--- config.mk ---
export PLATFORM = sky130hd
export DESIGN_NAME = cc4_queue
export DESIGN_NICKNAME = d
export VERILOG_FILES = /design/src/cc4_pkg.sv /design/src/cc4_queue.sv
export SDC_FILE = /design/constraint.sdc
export NUM_CORES = 1
export LEC_CHECK = 0
export ABC_AREA = 1
export BUFFER_PORTS_ARGS = -buffer_cell sky130_fd_sc_hd__buf_2
export CAP_MARGIN = 20
export CORE_AREA = 8 8 55 57
export CTS_BUF_LIST = sky130_fd_sc_hd__clkbuf_16
export DETAILED_ROUTE_END_ITERATION = 8
export DIE_AREA = 0 0 63 65
export PLACE_DENSITY_LB_ADDON = 0.15
export SLEW_MARGIN = 20
export SYNTH_ARGS = -nofsm -noshare
export SYNTH_HDL_FRONTEND = slang
export SYNTH_SLANG_ARGS = --single-unit
--- constraint.sdc ---
create_clock -name clk_i -period 1.7 [get_ports clk_i]
set_input_delay 0.085 -clock clk_i [delete_from_list [all_inputs] [get_ports clk_i]]
set_output_delay 0.085 -clock clk_i [all_outputs]
set_load 0.005 [all_outputs]
--- src/cc4_pkg.sv ---
// ----------------------------------------------------------------------------
// cc4_pkg
// shared constants and baseline tables of the four-input cross-correlator
// ----------------------------------------------------------------------------
package cc4_pkg;

  localparam int unsigned SAMPLE_BITS   = 16;
  localparam int unsigned PROD_BITS     = 2 * SAMPLE_BITS + 1;
  localparam int unsigned NBASE         = 10;
  localparam int unsigned BASE_BITS     = 4;
  localparam int unsigned CFG_BITS      = 20;
  localparam int unsigned CHAN_OUT_BITS = 10;
  localparam int unsigned VIS_BITS      = 32;
  localparam int unsigned CHANNELS_DEF  = 1024;
  localparam int unsigned ACC_BITS_DEF  = 32;

  localparam logic [BASE_BITS-1:0] LAST_BASE = BASE_BITS'(NBASE - 1);

  // antenna pair of each baseline: autos first, then crosses
  localparam logic [1:0] PAIR_A [NBASE] = '{2'd0, 2'd1, 2'd2, 2'd3, 2'd0,
                                            2'd0, 2'd0, 2'd1, 2'd1, 2'd2};
  localparam logic [1:0] PAIR_B [NBASE] = '{2'd0, 2'd1, 2'd2, 2'd3, 2'd1,
                                            2'd2, 2'd3, 2'd2, 2'd3, 2'd3};

endpackage

--- src/cc4_queue.sv ---
// ----------------------------------------------------------------------------
// cc4_queue
// two-entry queue of dumped channel rows between front and back
// ----------------------------------------------------------------------------
module cc4_queue import cc4_pkg::*; #(
  parameter int unsigned WIDTH = 8
) (
  input  logic             clk_i,
  input  logic             rst_ni,
  input  logic             push_valid_i,
  output logic             push_ready_o,
  input  logic [WIDTH-1:0] push_data_i,
  output logic             pop_valid_o,
  input  logic             pop_ready_i,
  output logic [WIDTH-1:0] pop_data_o
);

  logic [WIDTH-1:0] slot_q [2];
  logic             wr_q, rd_q;
  logic [1:0]       cnt_q;
  logic             push, pop;

  assign push_ready_o = (cnt_q != 2'd2);
  assign pop_valid_o  = (cnt_q != 2'd0);
  assign pop_data_o   = slot_q[rd_q];
  assign push = push_valid_i && push_ready_o;
  assign pop  = pop_valid_o && pop_ready_i;

  always_ff @(posedge clk_i or negedge rst_ni) begin
    if (!rst_ni) begin
      wr_q  <= 1'b0;
      rd_q  <= 1'b0;
      cnt_q <= 2'd0;
    end else begin
      if (push) wr_q <= !wr_q;
      if (pop)  rd_q <= !rd_q;
      cnt_q <= cnt_q + 2'(push) - 2'(pop);
    end
  end

  always_ff @(posedge clk_i) begin
    if (push) begin
      slot_q[wr_q] <= push_data_i;
    end
  end

  a_count: assert property (@(posedge clk_i) disable iff (!rst_ni)
    cnt_q != 2'd3 && (cnt_q == 2'd0 || cnt_q == 2'd1 || wr_q == rd_q))
    else $error("queue count out of step with pointers");

endmodule

==> metrics <==
Synthesis Warnings=0; startpoint types=register; H-tree Lvls=1; Sw Share=32.2%; most common cell after layout, fill and taps aside=nand2_1; CP Class=register to register; Post-CTS Setup Bufs=0; WL/cell=11.9 um; Die Ht=between 60 and 70 um; worst path arrival time=1280 ps; layout cell share with drive strength beyond 1=35.0%; clock network power share=between 20% and 30%; drt pass-1 iters=2; unrepaired setup endpoints after global routing=false; Rel. slew slack=between 60% and 70%; RD Place Congestion=0.771; vias=549; first-pass GRT wire length=2460 um; Syn Area/Cell=roughly 11 sq um; CTS clock-pin slew for the worst setup and hold paths=50 ps; TritonCTS Buffers=3; Worst-Skew Late Latency=~250 ps; highest-count cells in the layout ignoring fill and taps=29 x nand2_1, 21 x buf_2, 16 x edfxtp_1; Worst Max-Slew Pin Slew=about 500 ps; Avg Vias per Cell=roughly 4.3; CTS tree=yes; Clock Root Buffer=clkbuf_16; worst hold slack=26.1 ps; FF-to-FF setup slack=300 ps; gr usage total=7.35%; Rows=17; Clock Tree Buf Depth=2; post-route ant nets=0; Seq cells post-synth=20; status=finished clean; Worst setup startpoint=cnt_q[1]$_DFF_PN0_; overflow left after global routing=0; Critical Path End=slot_q[1][0]$_DFFE_PP_; Die X=roughly 63 um; routed wl met2=800 um; # IOs=22; n_diodes=0; Cell Count Post-Placement=123; Mapped Cells=73; Pins Over Slew Limit=0; Pint=1.23 mW; initial drt markers=30; register share of total power=a little over two fifths; WL final=between 1500 and 2000 um; Num Clock Sinks=20; Max Cap Viol=0; die area=4100 sq um; met1 WL=a little over 600 um; # DRC=0; fmax=717 MHz; Area growth syn-to-layout=29.1%; worst min-delay path category=primary input to register; crit share post-route=82.1%; FF-to-FF End=slot_q[1][0]$_DFFE_PP_; Logic pwr share=31.6%; min cycle time layout=1400 ps; Worst R2R Path Depth=3; routed wl met3=86 um; Post-Syn Area=822 sq um; initial antenna violation count=0; final hold vios=0; Placed Area=972 sq um; syn nets=between 80 and 90; Final TNS setup=0 ps; CP Data Required Time=1580 ps; CP Capture Type=register; Worst VDD drop=0.000850 V; number of distinct library cells after synthesis=15; uppermost routed layer=met4; Starting Density=38.3%; Core Area=2150 sq um; Post-DP HPWL=1170 um; non-filler cells, final=128; Pleak=between 0.4 and 0.5 nW; fin area=roughly 1100 sq um; CP Max Fanout=9; layout net count=~110; register area share after synthesis=between 70% and 80%; final setup vio count=0; power density over cell area=1710 nW/um^2; vias in the first global route=566; largest net degree at the start of global routing=12; overall power=1.82 mW; P_sw=0.586 mW; clk_skew=3.22 ps; r2r startpoint=cnt_q[1]$_DFF_PN0_; IO buf count=21
-- worst max-delay path: stages (launching register included) --
cell and delay, ps:
dfrtp_1 420, nand2_2 140, nand2_4 80, nor2_2 390
-- layer usage --
layer	GRT usage, %	vias to the layer above
met5	0	-
met4	3.42	0
met3	2.58	2
met2	13.7	9
met1	7.13	251
li1	-	287
-- worst min path at each step --
stage,from,endpoint,cells after the start
finish,push_data_i[6],slot_q[0][6]$_DFFE_PP_,1
global route,push_data_i[7],slot_q[0][7]$_DFFE_PP_,1
CTS,push_data_i[6],slot_q[0][6]$_DFFE_PP_,1
detailed placement,rst_ni,cnt_q[0]$_DFF_PN0_,1
global placement,rst_ni,cnt_q[0]$_DFF_PN0_,1
floorplan,rst_ni,cnt_q[0]$_DFF_PN0_,0
-- synthesized netlist by cell type, drive strengths merged --
library cell | n | area (sq um)
nand3 | 2 | 10.0
xor2 | 1 | 8.76
inv | 8 | 30.0
nand2 | 33 | 139
o21ai | 1 | 5.00
nor2 | 5 | 26.3
ha | 1 | 12.5
dfrtp | 4 | 100
a21oi | 1 | 5.00
edfxtp | 16 | 480
buf | 1 | 5.00
-- flip-flops by register name (all words and copies together), names as in the netlist --
| register | count |
|---|---|
| rd_q | 1 |
| slot_q | 16 |
| wr_q | 1 |
| cnt_q | 2 |
-- cells by family (layout without fill, tap and decap cells) --
family          Yosys count  in the layout  synth area share, %
xor+xnor                  1              1                 1.07
flops                    20             20                 70.6
simple gates             40             40                 21.3
fa+ha+maj                 1              1                 1.52
compound gates            2              2                 1.22
buf+inv                   9             36                 4.26
-- metrics by stage --
step	utilization, %	worst slack (ps)
4_1_cts	49.4	285
6_report	49.4	305
5_1_grt	49.4	213
2_1_floorplan	-	359
3_3_place_gp	45.3	293
3_5_place_dp	45.3	292
-- area by class of cell --
cell class                      instances  area, sq um
Clock buffer                            3         75.1
Clock inverter                          1         3.75
Fill cell                             211         1090
Inverter                                8         30.0
Multi-Input combinational cell         44          206
Sequential cell                        20          581
Tap cell                               28         35.0
Timing Repair Buffer                   24          130
-- repair_timing --
item	4_1_cts	5_1_grt
gates resized for setup	0	0
endpoints found under the hold margin	4	0
setup endpoints to repair	0	0
hold buffers	1	0
-- power groups by stage --
stage | clock, mW | sequential, mW | combinational (mW)
after floorplan | 0 | 0.740 | 0.389
after global placement | 0 | 0.784 | 0.577
after detailed placement | 0 | 0.790 | 0.596
after CTS | 0.475 | 0.781 | 0.596
after global routing | 0.493 | 0.794 | 0.659
final | 0.467 | 0.778 | 0.574
No activity file was read; power rests on OpenSTA's default activity.
