## src/cc4_pkg.sv

```systemverilog
// ----------------------------------------------------------------------------
// cc4_pkg
// shared constants and baseline tables of the four-input cross-correlator
// ----------------------------------------------------------------------------
package cc4_pkg;

  localparam int unsigned SAMPLE_BITS   = 16;
  localparam int unsigned PROD_BITS     = 2 * SAMPLE_BITS + 1;
  localparam int unsigned NBASE         = 10;
  localparam int unsigned BASE_BITS     = 4;
  localparam int unsigned CFG_BITS      = 20;
  localparam int unsigned CHAN_OUT_BITS = 10;
  localparam int unsigned VIS_BITS      = 32;
  localparam int unsigned CHANNELS_DEF  = 1024;
  localparam int unsigned ACC_BITS_DEF  = 32;

  localparam logic [BASE_BITS-1:0] LAST_BASE = BASE_BITS'(NBASE - 1);

  // antenna pair of each baseline: autos first, then crosses
  localparam logic [1:0] PAIR_A [NBASE] = '{2'd0, 2'd1, 2'd2, 2'd3, 2'd0,
                                            2'd0, 2'd0, 2'd1, 2'd1, 2'd2};
  localparam logic [1:0] PAIR_B [NBASE] = '{2'd0, 2'd1, 2'd2, 2'd3, 2'd1,
                                            2'd2, 2'd3, 2'd2, 2'd3, 2'd3};

endpackage

```

## src/cc4_back.sv

```systemverilog
// ----------------------------------------------------------------------------
// cc4_back
// takes one dumped row at a time and sends its ten visibilities out
// ----------------------------------------------------------------------------
module cc4_back import cc4_pkg::*; #(
  parameter int unsigned CHANNELS = CHANNELS_DEF,
  parameter int unsigned ACC_BITS = ACC_BITS_DEF,
  localparam int unsigned CW      = $clog2(CHANNELS),
  localparam int unsigned ROW_W   = NBASE * 2 * ACC_BITS
) (
  input  logic                     clk_i,
  input  logic                     rst_ni,
  input  logic                     pop_valid_i,
  output logic                     pop_ready_o,
  input  logic [CW-1:0]            pop_chan_i,
  input  logic [ROW_W-1:0]         pop_row_i,
  output logic                     out_valid_o,
  input  logic                     out_stall_i,
  output logic [CHAN_OUT_BITS-1:0] chan_index_o,
  output logic [BASE_BITS-1:0]     baseline_o,
  output logic [VIS_BITS-1:0]      vis_re_o,
  output logic [VIS_BITS-1:0]      vis_im_o,
  output logic                     last_of_item_o,
  output logic                     last_of_dump_o
);

  localparam logic [CW-1:0] LAST_CH = CW'(CHANNELS - 1);

  logic                                hold_valid_q;
  logic [CW-1:0]                       hold_ch_q;
  logic [NBASE-1:0][1:0][ACC_BITS-1:0] hold_row_q;
  logic [BASE_BITS-1:0]                k_q;
  logic                                out_valid_q;
  logic                                slot_free, load, last_k;
  logic signed [ACC_BITS-1:0]          acc_re, acc_im;
  logic signed [63:0]                  ext_re, ext_im;
  logic [31:0]                         ch_ext;

  assign slot_free   = !out_valid_q || !out_stall_i;
  assign load        = hold_valid_q && slot_free;
  assign last_k      = (k_q == LAST_BASE);
  assign pop_ready_o = !hold_valid_q || (load && last_k);

  assign acc_re = hold_row_q[k_q][0];
  assign acc_im = hold_row_q[k_q][1];
  assign ext_re = 64'(acc_re);
  assign ext_im = 64'(acc_im);
  assign ch_ext = 32'(hold_ch_q);

  always_ff @(posedge clk_i or negedge rst_ni) begin
    if (!rst_ni) begin
      hold_valid_q <= 1'b0;
      k_q          <= '0;
      out_valid_q  <= 1'b0;
    end else begin
      if (pop_valid_i && pop_ready_o) begin
        hold_valid_q <= 1'b1;
        k_q          <= '0;
      end else if (load) begin
        k_q <= k_q + BASE_BITS'(1);
        if (last_k) hold_valid_q <= 1'b0;
      end
      if (load) begin
        out_valid_q <= 1'b1;
      end else if (!out_stall_i) begin
        out_valid_q <= 1'b0;
      end
    end
  end

  always_ff @(posedge clk_i) begin
    if (pop_valid_i && pop_ready_o) begin
      hold_ch_q  <= pop_chan_i;
      hold_row_q <= pop_row_i;
    end
    if (load) begin
      chan_index_o   <= ch_ext[CHAN_OUT_BITS-1:0];
      baseline_o     <= k_q;
      vis_re_o       <= ext_re[VIS_BITS-1:0];
      vis_im_o       <= ext_im[VIS_BITS-1:0];
      last_of_item_o <= last_k;
      last_of_dump_o <= last_k && (hold_ch_q == LAST_CH);
    end
  end

  assign out_valid_o = out_valid_q;

  a_k_range: assert property (@(posedge clk_i) disable iff (!rst_ni)
    hold_valid_q |-> k_q <= LAST_BASE)
    else $error("baseline counter past last baseline");

  a_k_step: assert property (@(posedge clk_i) disable iff (!rst_ni)
    load && !last_k |=> hold_valid_q && k_q == $past(k_q) + BASE_BITS'(1))
    else $error("baseline skipped");

endmodule

```

## config.mk

```make
export PLATFORM = sky130hd
export DESIGN_NAME = cc4_back
export DESIGN_NICKNAME = d
export VERILOG_FILES = /design/src/cc4_pkg.sv /design/src/cc4_back.sv
export SDC_FILE = /design/constraint.sdc
export NUM_CORES = 1
export LEC_CHECK = 0
export BUFFER_PORTS_ARGS = -buffer_cell sky130_fd_sc_hd__buf_2
export CAP_MARGIN = 10
export CELL_PAD_IN_SITES_DETAIL_PLACEMENT = 0
export CELL_PAD_IN_SITES_GLOBAL_PLACEMENT = 1
export CORE_AREA = 2 2 357 182
export DETAILED_ROUTE_END_ITERATION = 16
export DIE_AREA = 0 0 359 184
export GPL_TIMING_DRIVEN = 0
export PLACE_DENSITY = 0.87
export SYNTH_ARGS = -nofsm -noshare
export SYNTH_HDL_FRONTEND = slang
export SYNTH_SLANG_ARGS = --single-unit
```

## constraint.sdc

```tcl
create_clock -name clk_i -period 19.2 [get_ports clk_i]
set_clock_uncertainty 0.1 [all_clocks]
set_input_delay 0.96 -clock clk_i [delete_from_list [all_inputs] [get_ports clk_i]]
set_output_delay 0.96 -clock clk_i [all_outputs]
set_load 0.005 [all_outputs]
```

==> qor.csv <==
metric,value,unit
cell-internal power,3290,µW
Sw Share,29.5,%
count of different cell masters after synthesis,39,
GR Overflow Total,0,
Worst Reg2Reg Path Length in Cells,10,
DP HPWL,65700,µm
first-pass GRT wire length,117000,µm
"top cells by area, synth","edfxtp_1, mux4_2, mux2_2",
antenna violations before repair,44,
launching point of the worst reg2reg path,k_q[1],
VDD IR max,0.0629,mV
Non-Filler Instances,3032,
Final #Nets,2756,
switching power,1380,µW
Yosys top cell area share,79.8,%
Final ANT Viol Nets,0,
CTS H-Tree Depth,3,
"Seq/Total Area, Yosys",80.3,%
Worst Setup Start Kind,flip-flop,
synthesized net count,1942,
Clk pwr share,29.0,%
hold crit path type,input pin to async pin,
CP startpoint,k_q[1],
Die Wd,359,µm
critical path arrival,4.58,ns
Synth warnings,0,
fin crit share,23.1,%
Worst R2R Setup Slack,14.77,ns
final worst slack,14.77,ns
Mapped Cells,1286,
Yosys top cell by area,edfxtp_1,
CORE AREA,62700,µm²
DR vias,16799,
max-cap violations,0,
Critical Path RT,19.35,ns
Initial Util,43.8,%
Avg Vias per Cell,5.54,
Post-Synthesis Cell Area,27500,µm²
num rows,65,
Final Setup Violations,0,
Port Buf Inserts,735,
CTS tree,built,
1st-iter DRT viols,1895,
max-slew violation total from the final report,0,
Final min period,4.43,ns
share of layout cells above drive strength 1,50.2,%
Max clock buf depth,3,
post-CTS sizing,0,
status,completed,
reg-to-reg endpoint,hold_row_q[448],
Pwr Density,135,nW/µm²
max frequency,226,MHz
CP endpoint kind,flip-flop,
Chip Height,184,µm
# DRC,0,
Slew Limit Headroom,42.9,%
most frequent cells in the layout,"buf_2, edfxtp_1, mux2_2",
Global Route Usage Sum,25.8,%
largest net degree at the start of global routing,74,
area grow syn2layout,26.5,%
pre-CTS setup slack,14.81,ns
placed cells,2869,
type of the worst setup path,flip-flop to flip-flop,
"most common cell after layout, fill and taps aside",buf_2,
CP max FO,71,
First-pass DRT Iterations,5,
crit path to,hold_row_q[448],
setup bufs post-CTS,0,
Sink Count,736,
leakage,0.0127,µW
root buffer cell,clkbuf_16,
Hold Buf Count CTS,0,
DR WL/cell,29.1,µm
gpl congestion,0.961,
number of global-route vias before repair,16545,
Reg power frac,43.6,%
Logic pwr share,27.5,%
total routed wirelength,88400,µm
Synth Register Bits,736,
RSZ-0062 raised after global routing,false,
syn_area_per_cell,21.4,µm²
Slew @ Worst Pin,0.856,ns
latest clock arrival within the worst-skew pair,0.60,ns
die area,66100,µm²
Hold Fails Final Rpt,0,
io pins,736,
worst hold margin,0.0838,ns
clock buffer count from CTS,66,
Clock transition at path regs,0.07,ns
[per-stage QoR]
step,utilization (%),power [µW],cell area (µm²),TNS [ns]
final,55.4,4680,34800,0
after global routing,55.4,4840,34800,0
after CTS,55.3,4690,34700,0
after detailed placement,51.8,3350,32500,0
after global placement,51.4,3420,32200,-2448.53
after floorplan,-,2900,27500,0
[Yosys cell counts (all sizes together)]
library cell and instances:
edfxtp 730, mux2 128, nor2 65, mux2i 64, mux4 64, o22ai 64, o32ai 64, buf 50
clkbuf 21, dfrtp 6, inv 4, nand3 3, and2 2, ha 2, nand2 2, nand2b 2
nand4 2, a21bo 1, a21o 1, a21oi 1, a221oi 1, a22oi 1, a2bb2oi 1, nand3b 1
nor3 1, nor4 1, o21a 1, o21ai 1, or2 1, xnor2 1
[routing by layer]
layer | global-route usage [%] | vias up | part of all wire (%)
met3 | 6.09 | 231 | 8.0
li1 | - | 7011 | -
met2 | 43.2 | 904 | 51
met4 | 11.1 | 6 | 3.7
met1 | 32.6 | 8647 | 37
met5 | 0 | - | 0.045
[registers in the layout, indices dropped and copies added (netlist names)]
| register | cells |
|---|---|
| baseline_o | 4 |
| out_valid_o | 1 |
| chan_index_o | 10 |
| vis_re_o | 32 |
| hold_ch_q | 10 |
| last_of_item_o | 1 |
| hold_row_q | 640 |
| vis_im_o | 32 |
| last_of_dump_o | 1 |
| k_q | 4 |
| hold_valid_q | 1 |
[how the worst min path moves through the flow]
| stage | cells after the start | slack [ns] | endpoint | from |
|---|---|---|---|---|
| final | 1 | 0.08 | out_valid_o | rst_ni |
| after global routing | 1 | 0.06 | out_valid_o | rst_ni |
| after CTS | 1 | 0.05 | out_valid_o | rst_ni |
| after detailed placement | 0 | 0.34 | chan_index_o[9] | hold_ch_q[9] |
| after global placement | 0 | 0.33 | chan_index_o[6] | hold_ch_q[6] |
| after floorplan | 0 | 0.32 | baseline_o[3] | k_q[3] |
[power groups by stage]
stage,Sequential [µW],Clock (µW),Combinational [µW]
floorplan,2140,0,759
global placement,2170,0,1250
detailed placement,2070,0,1280
CTS,2040,1370,1290
global route,2050,1430,1360
finish,2040,1350,1280
[cell type report]
type                            instances  area, µm²
Fill cell                            4907      27900
Sequential cell                       736      22100
Multi-Input combinational cell        475       4920
Timing Repair Buffer                  746       3970
Clock buffer                           77       1760
Tap cell                              837       1050
Buffer                                 71        475
Clock inverter                         41        399
Antenna cell                           45        113
Inverter                                4       17.5
[cells by family (layout without fill, tap and decap cells)]
family                   Yosys count  after routing  synth area share [%]
buffers and inverters             75            939                  1.78
flip-flops                       736            736                  80.3
adder cells (fa/ha/maj)            2              2                0.0911
XOR/XNOR                           1              1                0.0319
AND/OR/NAND/NOR                   80             80                  1.21
other                              0             45                     0
AO/OA/AOI/OAI                    136            136                  3.74
multiplexers                     256            256                  12.8
[worst max-delay path: stages, from the launching register on]
cell and delay, ns:
dfrtp_1 0.46, buf_2 0.24, buf_4 0.23, inv_1 0.09, ha_1 0.13, nand3b_1 0.25, o21ai_1 0.67, and2_4 0.68
buf_16 0.36, buf_16 0.34, buf_16 0.36
Power figures use the tool's default switching activity.
